===== src/sv/prq_pkg.sv =====
// ----------------------------------------------------------------------------
// prq_pkg
// Shared constants and controller/datapath interface types for the
// per-row int8 absmax quantizer.
// ----------------------------------------------------------------------------
`default_nettype none

package prq_pkg;

    localparam int          MAX_COLUMNS_DEF = 64;
    localparam int          LEN_W           = 7;
    localparam logic [6:0]  ROW_LEN_RESET   = 7'd64;

    // fp32 constants
    localparam logic [31:0] FP_127 = 32'h42FE_0000;
    localparam logic [31:0] FP_INF = 32'h7F80_0000;

    typedef struct packed {
        logic accept_ok;
        logic div_start_scale;
        logic scale_capture;
        logic rd_en;
        logic div_start_elem;
        logic out_load;
        logic idx_inc;
    } cmd_t;

    typedef struct packed {
        logic row_done;
        logic div_done;
        logic skip;
        logic last;
        logic out_free;
    } stat_t;

endpackage

`default_nettype wire


===== src/sv/prq_ram.sv =====
// ----------------------------------------------------------------------------
// prq_ram
// Generic single-write, single-read RAM with registered read data.
// ----------------------------------------------------------------------------
`default_nettype none

module prq_ram #(
    parameter int WIDTH = 32,
    parameter int DEPTH = 64
) (
    input  wire logic                                    clk,
    input  wire logic                                    we,
    input  wire logic [((DEPTH > 1) ? $clog2(DEPTH) : 1)-1:0] waddr,
    input  wire logic [WIDTH-1:0]                        wdata,
    input  wire logic                                    re,
    input  wire logic [((DEPTH > 1) ? $clog2(DEPTH) : 1)-1:0] raddr,
    output logic      [WIDTH-1:0]                        rdata
);

    logic [WIDTH-1:0] mem [DEPTH];
    logic [WIDTH-1:0] rdata_reg;

    always_ff @(posedge clk)
    begin
        if (we)
        begin
            mem[waddr] <= wdata;
        end
        if (re)
        begin
            rdata_reg <= mem[raddr];
        end
    end

    assign rdata = rdata_reg;

endmodule

`default_nettype wire


===== src/sv/prq_fdiv.sv =====
// ----------------------------------------------------------------------------
// prq_fdiv
// Iterative fp32 magnitude divider, round to nearest even, with subnormal
// operands and results. One quotient bit per cycle.
// ----------------------------------------------------------------------------
`default_nettype none

module prq_fdiv (
    input  wire logic        clk,
    input  wire logic        rst_n,
    input  wire logic        start,
    input  wire logic [30:0] a_mag,
    input  wire logic [30:0] b_mag,
    output logic             done,
    output logic      [30:0] result
);

    localparam logic [2:0] FD_IDLE   = 3'd0;
    localparam logic [2:0] FD_NORM   = 3'd1;
    localparam logic [2:0] FD_DIV    = 3'd2;
    localparam logic [2:0] FD_ALIGN  = 3'd3;
    localparam logic [2:0] FD_DENORM = 3'd4;
    localparam logic [2:0] FD_ROUND  = 3'd5;

    logic [2:0]         state_reg, state_next;
    logic               done_reg, done_next;
    logic [23:0]        ma_reg, ma_next, mb_reg, mb_next;
    logic signed [10:0] ea_reg, ea_next, eb_reg, eb_next;
    logic [24:0]        rem_reg, rem_next;
    logic [26:0]        quo_reg, quo_next;
    logic [4:0]         cnt_reg, cnt_next;
    logic signed [10:0] exp_reg, exp_next;
    logic               sticky_reg, sticky_next;
    logic [30:0]        res_reg, res_next;

    logic        ge;
    logic [24:0] rem_sub;
    logic        guard, rnd_sticky, inc;
    logic [7:0]  field;

    always_comb
    begin
        state_next  = state_reg;
        done_next   = 1'b0;
        ma_next     = ma_reg;
        mb_next     = mb_reg;
        ea_next     = ea_reg;
        eb_next     = eb_reg;
        rem_next    = rem_reg;
        quo_next    = quo_reg;
        cnt_next    = cnt_reg;
        exp_next    = exp_reg;
        sticky_next = sticky_reg;
        res_next    = res_reg;

        ge         = (rem_reg >= {1'b0, mb_reg});
        rem_sub    = ge ? (rem_reg - {1'b0, mb_reg}) : rem_reg;
        guard      = quo_reg[2];
        rnd_sticky = sticky_reg | quo_reg[1] | quo_reg[0];
        inc        = guard & (rnd_sticky | quo_reg[3]);
        field      = quo_reg[26] ? exp_reg[7:0] : 8'd0;

        unique case (state_reg)
            FD_IDLE:
            begin
                if (start)
                begin
                    ma_next = {(a_mag[30:23] != 8'd0), a_mag[22:0]};
                    mb_next = {(b_mag[30:23] != 8'd0), b_mag[22:0]};
                    ea_next = (a_mag[30:23] == 8'd0) ? 11'sd1 : $signed({3'b000, a_mag[30:23]});
                    eb_next = (b_mag[30:23] == 8'd0) ? 11'sd1 : $signed({3'b000, b_mag[30:23]});
                    if (a_mag == 31'd0)
                    begin
                        res_next  = 31'd0;
                        done_next = 1'b1;
                    end
                    else
                    begin
                        state_next = FD_NORM;
                    end
                end
            end
            FD_NORM:
            begin
                if (ma_reg[23] && mb_reg[23])
                begin
                    rem_next   = {1'b0, ma_reg};
                    quo_next   = 27'd0;
                    cnt_next   = 5'd0;
                    state_next = FD_DIV;
                end
                else
                begin
                    // shift subnormal significands up one bit a cycle
                    if (!ma_reg[23])
                    begin
                        ma_next = {ma_reg[22:0], 1'b0};
                        ea_next = ea_reg - 11'sd1;
                    end
                    if (!mb_reg[23])
                    begin
                        mb_next = {mb_reg[22:0], 1'b0};
                        eb_next = eb_reg - 11'sd1;
                    end
                end
            end
            FD_DIV:
            begin
                quo_next = {quo_reg[25:0], ge};
                rem_next = {rem_sub[23:0], 1'b0};
                if (cnt_reg == 5'd26)
                begin
                    state_next = FD_ALIGN;
                end
                else
                begin
                    cnt_next = cnt_reg + 5'd1;
                end
            end
            FD_ALIGN:
            begin
                sticky_next = (rem_reg != 25'd0);
                if (quo_reg[26])
                begin
                    exp_next = ea_reg - eb_reg + 11'sd127;
                end
                else
                begin
                    quo_next = {quo_reg[25:0], 1'b0};
                    exp_next = ea_reg - eb_reg + 11'sd126;
                end
                state_next = FD_DENORM;
            end
            FD_DENORM:
            begin
                // subnormal result: shift right until the exponent reaches the floor
                if ((exp_reg < 11'sd1) && (quo_reg != 27'd0))
                begin
                    quo_next    = {1'b0, quo_reg[26:1]};
                    sticky_next = sticky_reg | quo_reg[0];
                    exp_next    = exp_reg + 11'sd1;
                end
                else
                begin
                    state_next = FD_ROUND;
                end
            end
            FD_ROUND:
            begin
                if (exp_reg >= 11'sd255)
                begin
                    res_next = prq_pkg::FP_INF[30:0];
                end
                else
                begin
                    // carry out of the fraction bumps the exponent field
                    res_next = {field, quo_reg[25:3]} + {30'd0, inc};
                end
                done_next  = 1'b1;
                state_next = FD_IDLE;
            end
            default:
            begin
                state_next = FD_IDLE;
            end
        endcase
    end

    always_ff @(posedge clk or negedge rst_n)
    begin
        if (!rst_n)
        begin
            state_reg <= FD_IDLE;
            done_reg  <= 1'b0;
        end
        else
        begin
            state_reg <= state_next;
            done_reg  <= done_next;
        end
    end

    always_ff @(posedge clk)
    begin
        ma_reg     <= ma_next;
        mb_reg     <= mb_next;
        ea_reg     <= ea_next;
        eb_reg     <= eb_next;
        rem_reg    <= rem_next;
        quo_reg    <= quo_next;
        cnt_reg    <= cnt_next;
        exp_reg    <= exp_next;
        sticky_reg <= sticky_next;
        res_reg    <= res_next;
    end

    assign done   = done_reg;
    assign result = res_reg;

endmodule

`default_nettype wire


===== src/sv/prq_dp.sv =====
// ----------------------------------------------------------------------------
// prq_dp
// Datapath: row buffer, running absmax, scale and bad flags, shared divider,
// integer rounding and the output register.
// ----------------------------------------------------------------------------
`default_nettype none

module prq_dp #(
    parameter int MAX_COLUMNS = prq_pkg::MAX_COLUMNS_DEF
) (
    input  wire logic                clk,
    input  wire logic                rst_n,
    input  wire prq_pkg::cmd_t       cmd,
    output prq_pkg::stat_t           st,
    input  wire logic                cfg_wr_en,
    input  wire logic [6:0]          cfg_wr_data,
    input  wire logic                in_valid,
    input  wire logic [31:0]         weight_bits,
    output logic                     out_valid,
    input  wire logic                out_stall,
    output logic signed [7:0]        quantized_value,
    output logic [31:0]              row_scale_bits,
    output logic                     last_in_row,
    output logic                     bad_row
);

    localparam int AW = (MAX_COLUMNS > 1) ? $clog2(MAX_COLUMNS) : 1;
    localparam int LW = prq_pkg::LEN_W;
    localparam logic [LW-1:0] MAX_LEN = LW'(MAX_COLUMNS);

    logic [6:0]    row_len_reg;
    logic [LW-1:0] fill_reg;
    logic [30:0]   max_reg;
    logic          nan_reg;
    logic [30:0]   row_max_reg;
    logic          row_nan_reg;
    logic [LW-1:0] row_n_reg;
    logic [31:0]   scale_reg;
    logic          skip_reg;
    logic          bad_reg;
    logic [AW-1:0] idx_reg;
    logic          out_valid_reg;
    logic [7:0]    out_q_reg;
    logic [31:0]   out_scale_reg;
    logic          out_last_reg;
    logic          out_bad_reg;

    logic          in_fire;
    logic [30:0]   mag;
    logic          is_nan;
    logic [30:0]   max_upd;
    logic          nan_upd;
    logic [6:0]    eff_len;
    logic [LW-1:0] fill_base;
    logic [LW-1:0] fill_inc;
    logic          complete;
    logic [31:0]   rd_data;

    logic          div_start;
    logic [30:0]   div_a;
    logic [30:0]   div_b;
    logic          div_done;
    logic [30:0]   div_res;

    logic          max_inf;
    logic [31:0]   scale_val;
    logic          scale_zero;

    logic [7:0]    q_exp;
    logic [2:0]    q_sh;
    logic [31:0]   q_scaled;
    logic [8:0]    q_t;
    logic [6:0]    q_mag;
    logic [7:0]    q_val;

    assign in_fire = in_valid & cmd.accept_ok;
    assign mag     = weight_bits[30:0];
    assign is_nan  = (mag[30:23] == 8'hFF) && (mag[22:0] != 23'd0);
    // magnitudes of non-nan values order like unsigned integers
    assign max_upd = (!is_nan && (mag > max_reg)) ? mag : max_reg;
    assign nan_upd = nan_reg | is_nan;

    assign eff_len = (row_len_reg == 7'd0) ? 7'd1 :
                     (row_len_reg > 7'(MAX_LEN)) ? 7'(MAX_LEN) : row_len_reg;
    assign fill_base = (fill_reg >= MAX_LEN) ? '0 : fill_reg;
    assign fill_inc  = fill_base + LW'(1);
    assign complete  = (7'(fill_inc) >= eff_len);

    prq_ram #(
        .WIDTH (32),
        .DEPTH (MAX_COLUMNS)
    ) u_ram (
        .clk   (clk),
        .we    (in_fire),
        .waddr (fill_base[AW-1:0]),
        .wdata (weight_bits),
        .re    (cmd.rd_en),
        .raddr (idx_reg),
        .rdata (rd_data)
    );

    assign div_start = cmd.div_start_scale | cmd.div_start_elem;
    assign div_a     = cmd.div_start_scale ? row_max_reg : rd_data[30:0];
    assign div_b     = cmd.div_start_scale ? prq_pkg::FP_127[30:0] : scale_reg[30:0];

    prq_fdiv u_fdiv (
        .clk    (clk),
        .rst_n  (rst_n),
        .start  (div_start),
        .a_mag  (div_a),
        .b_mag  (div_b),
        .done   (div_done),
        .result (div_res)
    );

    assign max_inf    = (row_max_reg[30:23] == 8'hFF);
    assign scale_val  = max_inf ? prq_pkg::FP_INF : {1'b0, div_res};
    assign scale_zero = (scale_val == 32'd0);

    // round the fp32 quotient half away from zero, clamp to 127
    always_comb
    begin
        q_exp    = div_res[30:23];
        q_sh     = 3'(q_exp - 8'd126);
        q_scaled = {8'd0, 1'b1, div_res[22:0]} << q_sh;
        q_t      = {1'b0, q_scaled[31:24]} + {8'd0, q_scaled[23]};
        if (q_exp < 8'd126)
        begin
            q_mag = 7'd0;
        end
        else if ((q_exp > 8'd133) || (q_t > 9'd127))
        begin
            q_mag = 7'd127;
        end
        else
        begin
            q_mag = q_t[6:0];
        end
        if (skip_reg)
        begin
            q_val = 8'd0;
        end
        else if (rd_data[31])
        begin
            q_val = 8'd0 - {1'b0, q_mag};
        end
        else
        begin
            q_val = {1'b0, q_mag};
        end
    end

    always_ff @(posedge clk or negedge rst_n)
    begin
        if (!rst_n)
        begin
            row_len_reg   <= prq_pkg::ROW_LEN_RESET;
            fill_reg      <= '0;
            max_reg       <= 31'd0;
            nan_reg       <= 1'b0;
            idx_reg       <= '0;
            skip_reg      <= 1'b0;
            out_valid_reg <= 1'b0;
        end
        else
        begin
            if (cfg_wr_en)
            begin
                row_len_reg <= cfg_wr_data;
            end
            if (in_fire)
            begin
                if (complete)
                begin
                    fill_reg <= '0;
                    max_reg  <= 31'd0;
                    nan_reg  <= 1'b0;
                end
                else
                begin
                    fill_reg <= fill_inc;
                    max_reg  <= max_upd;
                    nan_reg  <= nan_upd;
                end
            end
            if (cmd.scale_capture)
            begin
                idx_reg  <= '0;
                skip_reg <= scale_zero | max_inf | row_nan_reg;
            end
            else if (cmd.idx_inc)
            begin
                idx_reg <= idx_reg + AW'(1);
            end
            if (cmd.out_load)
            begin
                out_valid_reg <= 1'b1;
            end
            else if (!out_stall)
            begin
                out_valid_reg <= 1'b0;
            end
        end
    end

    always_ff @(posedge clk)
    begin
        if (in_fire && complete)
        begin
            row_max_reg <= max_upd;
            row_nan_reg <= nan_upd;
            row_n_reg   <= fill_inc;
        end
        if (cmd.scale_capture)
        begin
            scale_reg <= scale_val;
            bad_reg   <= max_inf | (row_nan_reg & !scale_zero);
        end
        if (cmd.out_load)
        begin
            out_q_reg     <= q_val;
            out_scale_reg <= scale_reg;
            out_last_reg  <= st.last;
            out_bad_reg   <= bad_reg;
        end
    end

    assign st.row_done = in_fire & complete;
    assign st.div_done = div_done;
    assign st.skip     = skip_reg;
    assign st.last     = ((LW'(idx_reg) + LW'(1)) == row_n_reg);
    assign st.out_free = !out_valid_reg || !out_stall;

    assign out_valid       = out_valid_reg;
    assign quantized_value = out_q_reg;
    assign row_scale_bits  = out_scale_reg;
    assign last_in_row     = out_last_reg;
    assign bad_row         = out_bad_reg;

endmodule

`default_nettype wire


===== src/sv/prq_ctrl.sv =====
// ----------------------------------------------------------------------------
// prq_ctrl
// Controller: load phase, scale divide, then per-element read, divide (skipped for zero or bad rows), emit.
// ----------------------------------------------------------------------------
`default_nettype none

module prq_ctrl (
    input  wire logic            clk,
    input  wire logic            rst_n,
    input  wire prq_pkg::stat_t  st,
    output prq_pkg::cmd_t        cmd
);

    localparam logic [2:0] S_IDLE       = 3'd0;
    localparam logic [2:0] S_SCALE      = 3'd1;
    localparam logic [2:0] S_SCALE_WAIT = 3'd2;
    localparam logic [2:0] S_READ       = 3'd3;
    localparam logic [2:0] S_ELEM       = 3'd4;
    localparam logic [2:0] S_ELEM_WAIT  = 3'd5;
    localparam logic [2:0] S_EMIT       = 3'd6;

    logic [2:0] state_reg, state_next;

    always_comb
    begin
        state_next = state_reg;
        cmd        = '0;
        unique case (state_reg)
            S_IDLE:
            begin
                cmd.accept_ok = 1'b1;
                if (st.row_done)
                begin
                    state_next = S_SCALE;
                end
            end
            S_SCALE:
            begin
                cmd.div_start_scale = 1'b1;
                state_next          = S_SCALE_WAIT;
            end
            S_SCALE_WAIT:
            begin
                if (st.div_done)
                begin
                    cmd.scale_capture = 1'b1;
                    state_next        = S_READ;
                end
            end
            S_READ:
            begin
                cmd.rd_en  = 1'b1;
                state_next = S_ELEM;
            end
            S_ELEM:
            begin
                // zero or bad rows emit zeros without dividing
                if (st.skip)
                begin
                    state_next = S_EMIT;
                end
                else
                begin
                    cmd.div_start_elem = 1'b1;
                    state_next         = S_ELEM_WAIT;
                end
            end
            S_ELEM_WAIT:
            begin
                if (st.div_done)
                begin
                    state_next = S_EMIT;
                end
            end
            S_EMIT:
            begin
                if (st.out_free)
                begin
                    cmd.out_load = 1'b1;
                    if (st.last)
                    begin
                        state_next = S_IDLE;
                    end
                    else
                    begin
                        cmd.idx_inc = 1'b1;
                        state_next  = S_READ;
                    end
                end
            end
            default:
            begin
                state_next = S_IDLE;
            end
        endcase
    end

    always_ff @(posedge clk or negedge rst_n)
    begin
        if (!rst_n)
        begin
            state_reg <= S_IDLE;
        end
        else
        begin
            state_reg <= state_next;
        end
    end

endmodule

`default_nettype wire


===== src/sv/per_row_int8_absmax_quantizer.sv =====
// ----------------------------------------------------------------------------
// per_row_int8_absmax_quantizer
// Symmetric per-row int8 quantizer: buffers a row of fp32 weights, takes
// scale = absmax/127 and emits each weight divided by the scale, rounded
// half away from zero and clamped to +-127.
//
//   channel  dir  handshake            payload
//   cfg      in   cfg_wr_en            cfg_wr_data (row_length)
//   in       in   in_valid / in_stall  weight_bits
//   out      out  out_valid/out_stall  quantized_value, row_scale_bits,
//                                      last_in_row, bad_row
//
// a weight that does not complete a row is taken without a stall
// the completing beat starts the scale divide
// each result then comes from the shared divider, which retires one quotient
// bit per cycle; zero or bad rows skip the divide; subnormals add shift steps
// async reset, no clearing pass; input stalls from row completion until the
// last beat of the row is loaded into the output register
// ----------------------------------------------------------------------------
`default_nettype none

module per_row_int8_absmax_quantizer #(
    parameter int MAX_COLUMNS = prq_pkg::MAX_COLUMNS_DEF
) (
    input  wire logic         clk,
    input  wire logic         rst_n,
    input  wire logic         cfg_wr_en,
    input  wire logic [6:0]   cfg_wr_data,
    input  wire logic         in_valid,
    output logic              in_stall,
    input  wire logic [31:0]  weight_bits,
    output logic              out_valid,
    input  wire logic         out_stall,
    output logic signed [7:0] quantized_value,
    output logic [31:0]       row_scale_bits,
    output logic              last_in_row,
    output logic              bad_row
);

    prq_pkg::cmd_t  cmd;
    prq_pkg::stat_t st;

    prq_ctrl u_ctrl (
        .clk   (clk),
        .rst_n (rst_n),
        .st    (st),
        .cmd   (cmd)
    );

    prq_dp #(
        .MAX_COLUMNS (MAX_COLUMNS)
    ) u_dp (
        .clk             (clk),
        .rst_n           (rst_n),
        .cmd             (cmd),
        .st              (st),
        .cfg_wr_en       (cfg_wr_en),
        .cfg_wr_data     (cfg_wr_data),
        .in_valid        (in_valid),
        .weight_bits     (weight_bits),
        .out_valid       (out_valid),
        .out_stall       (out_stall),
        .quantized_value (quantized_value),
        .row_scale_bits  (row_scale_bits),
        .last_in_row     (last_in_row),
        .bad_row         (bad_row)
    );

    assign in_stall = !cmd.accept_ok;

`ifndef SYNTH
    a_load_free: assert property (@(posedge clk) disable iff (!rst_n)
        cmd.out_load |-> st.out_free)
        else $error("output register loaded while occupied");

    a_no_div_skip: assert property (@(posedge clk) disable iff (!rst_n)
        cmd.div_start_elem |-> !st.skip)
        else $error("element divide started on a skipped row");

    a_bad_zero: assert property (@(posedge clk) disable iff (!rst_n)
        (out_valid && bad_row) |-> (quantized_value == 8'sd0))
        else $error("bad row carries a nonzero value");

    a_zero_scale: assert property (@(posedge clk) disable iff (!rst_n)
        (out_valid && (row_scale_bits == 32'd0)) |-> (quantized_value == 8'sd0))
        else $error("zero scale row carries a nonzero value");

    a_row_stall: assert property (@(posedge clk) disable iff (!rst_n)
        st.row_done |=> in_stall)
        else $error("input not stalled after row completion");
`endif

endmodule

`default_nettype wire

===== config.mk =====
export PLATFORM = sky130hd
export DESIGN_NAME = per_row_int8_absmax_quantizer
export DESIGN_NICKNAME = d
export VERILOG_FILES = /design/src/sv/prq_pkg.sv /design/src/sv/prq_ram.sv /design/src/sv/prq_fdiv.sv /design/src/sv/prq_dp.sv /design/src/sv/prq_ctrl.sv /design/src/sv/per_row_int8_absmax_quantizer.sv
export SDC_FILE = /design/constraint.sdc
export NUM_CORES = 2
export LEC_CHECK = 0
export BUFFER_PORTS_ARGS = -buffer_cell sky130_fd_sc_hd__buf_2
export CORE_UTILIZATION = 35
export CTS_BUF_LIST = sky130_fd_sc_hd__clkbuf_16
export DETAILED_ROUTE_END_ITERATION = 16
export GPL_ROUTABILITY_DRIVEN = 0
export PLACE_DENSITY = 0.54
export SLEW_MARGIN = 20
export SYNTH_ARGS = -nofsm -noshare
export SYNTH_HDL_FRONTEND = slang
export SYNTH_SLANG_ARGS = --single-unit
export TNS_END_PERCENT = 100

===== constraint.sdc =====
create_clock -name clk -period 8.65 [get_ports clk]
set_input_delay 1.73 -clock clk [delete_from_list [all_inputs] [get_ports clk]]
set_output_delay 1.73 -clock clk [all_outputs]
set_load 0.05 [all_outputs]

### Word-level counts from Yosys, hierarchy flattened

Memories as Yosys holds them, arrays and structs flattened. A register that Yosys moved wholly into a read port is not among the register bits.
Cells that the tools add are included.

| storage, ports and cells | value |
|---|---|
| flip-flop bits (word level) | 345 |
| latch bits | 0 |
| bits in writable memories | 2048 |
| bits in read-only memories | 0 |
| bits of input ports | 44 |
| output and inout port bits | 44 |
| word-level logic and storage cells | 231 |
| memories | 1 |

| operators by class | value |
|---|---|
| $add $sub $neg | 15 |
| $mul | 0 |
| divide/modulo/power cells | 0 |
| order comparisons | 10 |
| eq/ne operators | 32 |
| shifts and indexed selects | 1 |
| muxes and demuxes | 83 |
| bitwise gates (word level) | 14 |
| reduce and logical (&&, ||, !) cells | 42 |

Memory list:

| memory | depth | bits a word | read ports | clocked after memory_dff | wr ports | RTL line | source |
|---|---|---|---|---|---|---|---|
| u_dp.u_ram.mem | 64 | 32 | 1 | 1 | 1 | prq_ram.sv:20 | `logic [WIDTH-1:0] mem [DEPTH];` |

Operators by type and width:

| kind | count |
|---|---|
| 2-to-1 mux 31 bit | 8 |
| 2-to-1 mux 24 bit | 7 |
| one-hot mux 27 bit (4 select lines) | 1 |
| one-hot mux 24 bit (2 select lines) | 2 |
| 2-to-1 mux 11 bit | 8 |
| 2-to-1 mux 27 bit | 3 |
| one-hot mux 11 bit (2 select lines) | 3 |
| one-hot mux 31 bit (2 select lines) | 1 |
| one-hot mux 25 bit (2 select lines) | 1 |
| 2-to-1 mux 7 bit | 7 |
| logical NOT 32 bit | 1 |
| left shift 24 x 3 -> 32 bit | 1 |
| adder 31 x 1 -> 31 bit | 1 |
| > comparator 31 bit | 1 |
| logical NOT 31 bit | 1 |
| 2-to-1 mux 3 bit | 9 |
| nonzero test 27 bit | 1 |
| != test 2 bit (second input constant) | 13 |
| greater-or-equal comparator 25 x 24 -> 1 bit | 1 |
| 2-to-1 mux 25 bit | 1 |
| nonzero test 25 bit | 1 |
| 2-to-1 mux 8 bit | 3 |
| subtractor 24 bit | 1 |
| nonzero test 23 bit | 1 |
| 51 further kinds | 120 |

### Longest topological paths before layout

| logic depth | value |
|---|---|
| word-level depth | 9 |
| gate-level depth with buffers | 17 |
| mapped depth without buffers | 15 |

### Hierarchy

From an unflattened synthesis, not the netlist that was laid out.

| unflattened totals | value |
|---|---|
| cells, all modules | 5153 |
| area, all modules | 98757.2 um2 |

Modules (own cells, without submodules):

| module | times used | cells each | area an instance (um2) | seq. area each (um2) |
|---|---|---|---|---|
| prq_ram | 1 | 3324 | 78833.1 | 62459.9 |
| prq_fdiv | 1 | 1078 | 10692.8 | 5205.0 |
| prq_dp | 1 | 721 | 8966.1 | 4715.8 |
| prq_ctrl | 1 | 29 | 261.5 | 75.1 |
| per_row_int8_absmax_quantizer | 1 | 1 | 3.8 | 0.0 |

### Worst setup path after synthesis

OpenSTA, ideal clock, no wires.

| timing | value |
|---|---|
| path type | register to register |
| from | reg u_ctrl.state_reg[0] |
| to | reg u_dp.u_fdiv.res_reg[0] (netlist: u_dp.u_fdiv.result[0]), enable pin |
| library setup time | 0.462 ns |
| data arrival time | 3.749 ns |
| data required time | 8.188 ns |
| path slack | 4.439 ns |
| stages on the path, launching flop included | 9 |
| buffers on the path | 2 |
| period minus slack after synthesis | 4.211 ns |
| cell sequence | dfrtp_1 > clkbuf_1 > nor2b_1 > nor2b_1 > clkbuf_1 > nand4_1 > o31ai_1 > nand4b_1 > o21ai_0 |

| on the way | value |
|---|---|
| cells in the longest elaborated chain, start to end | 6 |
| elaborated cells between the ends (all ways) | 10 |
| classes of those cells | 4 x eq/ne; 3 x mux; 1 x bitwise; 2 x reduce/logical |

Ends and longest elaborated chain:

| what | RTL line | source |
|---|---|---|
| start, declared | prq_ctrl.sv:22 | `logic [2:0] state_reg, state_next;` |
| start signal, assigned | prq_ctrl.sv:106 | `state_reg <= state_next;` |
| equality test 3 x 1 -> 1 bit | prq_ctrl.sv:28 | `unique case (state_reg)` |
| 2-to-1 mux 1 bit | prq_ctrl.sv:28 |  |
| 2-to-1 mux 31 bit | prq_dp.sv:103 | `assign div_a = cmd.div_start_scale ? row_max_reg : rd_data[30:0];` |
| logical NOT 31 bit | prq_fdiv.sv:72 | `if (a_mag == 31'd0)` |
| != test 2 bit (no source line) | n/a |  |
| AND reduction 3 bit (no source line) * | n/a |  |
| end signal, assigned | prq_fdiv.sv:194 | `res_reg <= res_next;` |
| end, declared | prq_fdiv.sv:34 | `logic [30:0] res_reg, res_next;` |

Every way passes the cells marked *; elsewhere a longest branch is shown, timed or not.
A chain may end at the register's enable or synchronous reset.

### Final worst setup path

| timing | value |
|---|---|
| from | in weight_bits[11] |
| to | reg u_dp.max_reg[27] |

| on the way | value |
|---|---|
| cells in the longest elaborated chain, start to end | 6 |
| elaborated cells between the ends (all ways) | 7 |
| classes of those cells | 1 x order compare; 2 x mux; 4 x reduce/logical |

Ends and longest elaborated chain:

| what | RTL line | source |
|---|---|---|
| start, declared | per_row_int8_absmax_quantizer.sv:31 | `input wire logic [31:0] weight_bits,` |
| parallel branches: the longest is 3 deep, another holds > comparator 31 bit | n/a |  |
| logical AND 1 bit * | prq_dp.sv:80 | `assign max_upd = (!is_nan && (mag > max_reg)) ? mag : max_reg;` |
| 2-to-1 mux 31 bit * | prq_dp.sv:80 |  |
| 2-to-1 mux 31 bit * | prq_dp.sv:173 | `if (complete)` |
| end signal, assigned | prq_dp.sv:182 | `max_reg <= max_upd;` |
| end, declared | prq_dp.sv:33 | `logic [30:0] max_reg;` |

Every way passes the cells marked *.

==> reports/metrics.yaml <==
pwr:
  power_density_nw_per_um2: 215.6
  switchingPower_mw: 4.749
  p_leak_nw: 34.48
  pwr-share-comb: 0.011
  pwr-share-clk: 0.457
  irDropWorstVdd_uv: 177.2
  p_seq_frac: 0.532
  internal-power_mw: 19.41
  power_switching_share: 0.1966
critical_path:
  cp_cell_sequence: "buf_2 > buf_4 > ha_1 > nand4_1 > o21ai_0 > nand2_1 > a31oi_4 > buf_4 > and3_1 > buf_4 > a22o_1"
  reg2reg_slack_ns: 4.07
  path_class: "in -> reg"
  cp.required_ns: 9.46
  cp.arrival_ns: 5.44
  slowest_delay_ns: 0.57
  cp_num_buf_inv: 4
  crit_family: "buffers and inverters"
  crit_slowest_cell: "o21ai_0"
  critPathLaunchType: "primary input"
  endpoint_kind: "register"
  critPathMaxFanout: 63
  cp_common_cell: "buf_4"
floorplan:
  die_w_um: 530.4
  num_rows: 193
  die_h_um: 530.4
  core_um2: 277000
  die_area_um2: 281400
  initial_core_util: 0.3529
  io_pins: 88
cts:
  ctsHoldBuffers: 0
  cts_tree: "built"
  postCtsSetupRepairBufs: 0
  cts_made_buffers: 278
  clockRootBuffer: "clkbuf_16"
  clk_latency_ns: 0.92
  cts_resized: 0
  htree_num_levels: 5
  numClockSinks: 2423
  clock_path_buffers: 4
  clkSlewWorstSetupHoldPaths_ns: 0.06
route:
  first_pass_iters: 7
  wl_per_cell_um: 29.04
  ant_nets: 0
  routed_wl_mm: 260.7
  vias_per_cell: 5.444
  drtIter0Drc: 5133
  vias: 48865
  post-route-drc-count: 0
hold_path:
  hold_class: "reg -> reg"
timing:
  rsz0062_at_grt: "no"
  final_hold_viol_count: 0
  clock_skew_ns: 0.08573
  finalSetupTns_ns: 0
  finalSetupViolCount: 0
  fmax_mhz: 215.8
  post-route-min-period_ns: 4.633
  relSlewSlack: 0.2443
  tightestPinTransition_ns: 1.131
  final.hold.worst_slack_ns: 0.4244
  slew_viol_final: 0
  fin_crit_sh: 0.5356
cells_and_area:
  largest_reg_flops: 2048
  final-instance-count-excl-fill: 8976
  regArea_um2: 72470
  area_growth_syn_to_layout_pct: 14.65
  drive_above_1_share: 0.2607
  multi_input_area_um2: 24500
  fillers: 24484
  layout.nets: 5206
global_route:
  grt_pass1_wl_mm: 373.0
  grt_max_degree: 112
  grt_pass1_vias: 49820
  antenna_found_initial: 21
  grt.overflow.total: 0
  grt_usage: 0.1860
yosys:
  syn_area_um2: 97740
  synth_ff_type: "edfxtp_1"
  synth_enable_flop_cells: 2362
  ys_warn_count: 0
  netlist.top_cell.by_area: "edfxtp_1"
  syn_avg_cell_area_um2: 20.34
  ys_async_sr_fraction: 0.02518
  synth_seq_cells: 2423
  syn_inst: 4805
  synth_top_area_frac: 0.7257
  synth_fp_nets: 4937
  ys_types: 76
  synth_seq_area_share: 0.7413
  yosys-top-cells-area: "edfxtp_1 73%, mux4_2 15%, dfrtp_1 1.5%"
run_status:
  outcome: "completed"
placement:
  io_buffers: 86
  dp_cells: 8498
  dp_hpwl_mm: 150.7
job:
  drv_cap: 0
==> per-stage QoR <==
stage / total power, mW / cell area (µm²) / worst slack [ns] / util
CTS: 24.40 / 112000 / 3.835 / 0.4043
finish: 24.16 / 112100 / 4.017 / 0.4046
global placement: 13.35 / 103600 / 3.251 / 0.3739
global route: 24.85 / 112000 / 3.829 / 0.4045
floorplan: 13.15 / 97740 / 4.439 / -
detailed placement: 13.36 / 103600 / 3.179 / 0.3739
==> final cells by class <==
class / count / share of cell area
Antenna cell: 8 / 0.0001787
Clock buffer: 285 / 0.06365
Clock inverter: 184 / 0.01170
Inverter: 92 / 0.003082
Multi-Input combinational cell: 2048 / 0.2186
Sequential cell: 2423 / 0.6468
Tap cell: 3705 / 0.04137
Timing Repair Buffer: 231 / 0.01465
==> placed cells by master (no fill, tap or decap), types with 67 or more instances in the layout <==
cell type / synthesis / final
nor2_4: 0 / 67
buf_2: 58 / 85
o21ai_0: 155 / 153
inv_1: 91 / 156
edfxtp_1: 2362 / 2362
mux4_2: 672 / 672
clkbuf_16: 0 / 285
ha_1: 86 / 86
a22o_1: 71 / 71
xnor2_1: 71 / 71
buf_4: 3 / 137
nand2_1: 177 / 177
nor2_1: 203 / 135
==> path summary, 6_finish.rpt <==
path | start | endpoint | depth (start not counted)
max in group asynchronous | rst_n | u_dp.idx_reg[1] | 2
hold / removal | u_dp.bad_reg | u_dp.bad_row | 0
setup / recovery | weight_bits[11] | u_dp.max_reg[27] | 11
min in group asynchronous | rst_n | u_dp.skip_reg | 1
hold reg to reg | u_dp.bad_reg | u_dp.bad_row | 0
setup reg to reg | u_dp.fill_reg[6] | u_dp.max_reg[27] | 11
==> per-layer routing <==
layer,part of all wire,global-route usage
met5,0,0
met2,0.47,0.2939
met4,0.022,0.04587
met3,0.066,0.03244
met1,0.44,0.2667
==> synthesized netlist by cell type (all sizes together), types with 4 or more instances <==
| master | number |
|---|---|
| ha | 86 |
| nor2b | 44 |
| nand3b | 5 |
| xnor2 | 71 |
| a21o | 20 |
| buf | 82 |
| nand3 | 65 |
| a22o | 71 |
| o21bai | 4 |
| a211oi | 8 |
| mux4 | 672 |
| a2111oi | 4 |
| or3 | 8 |
| nor3b | 6 |
| mux2i | 56 |
| or2 | 12 |
| nor4 | 46 |
| edfxtp | 2362 |
| nand4 | 32 |
| a31oi | 12 |
| dfrtp | 60 |
| nor2 | 203 |
| o211ai | 10 |
| a21oi | 66 |
| and2 | 10 |
| clkbuf | 160 |
| o22ai | 4 |
| a31o | 4 |
| mux2 | 12 |
| xor2 | 40 |
| nand2 | 177 |
| and3 | 11 |
| o31ai | 13 |
| nor3 | 38 |
| inv | 91 |
| o21a | 14 |
| and4 | 5 |
| o31a | 4 |
| nand2b | 17 |
| o21ai | 158 |
==> cells by family (layout without fill, tap and decap cells) <==
kind of cell               after synthesis  after routing  share of synthesized area
DFF                                   2423           2423                     0.7413
muxes                                  740            740                     0.1620
and+or+nand+nor                        689            689                    0.03359
AOI/OAI and AO/OA                      419            419                    0.02798
buffers and inverters                  334            792                    0.01369
xor gates and xnor gates               111            111                   0.009947
adders and majority gates               88             88                    0.01142
other                                    1              9                 0.00003837
==> power by group through the flow <==
stage	registers, mW	clock network [mW]	logic (mW)
finish	12.9	11.0	0.255
global route	12.9	11.7	0.278
CTS	12.9	11.3	0.257
detailed placement	13.1	0	0.257
global placement	13.1	0	0.245
floorplan	13.1	0	0.0402
No activity file was read; power rests on OpenSTA's default activity.
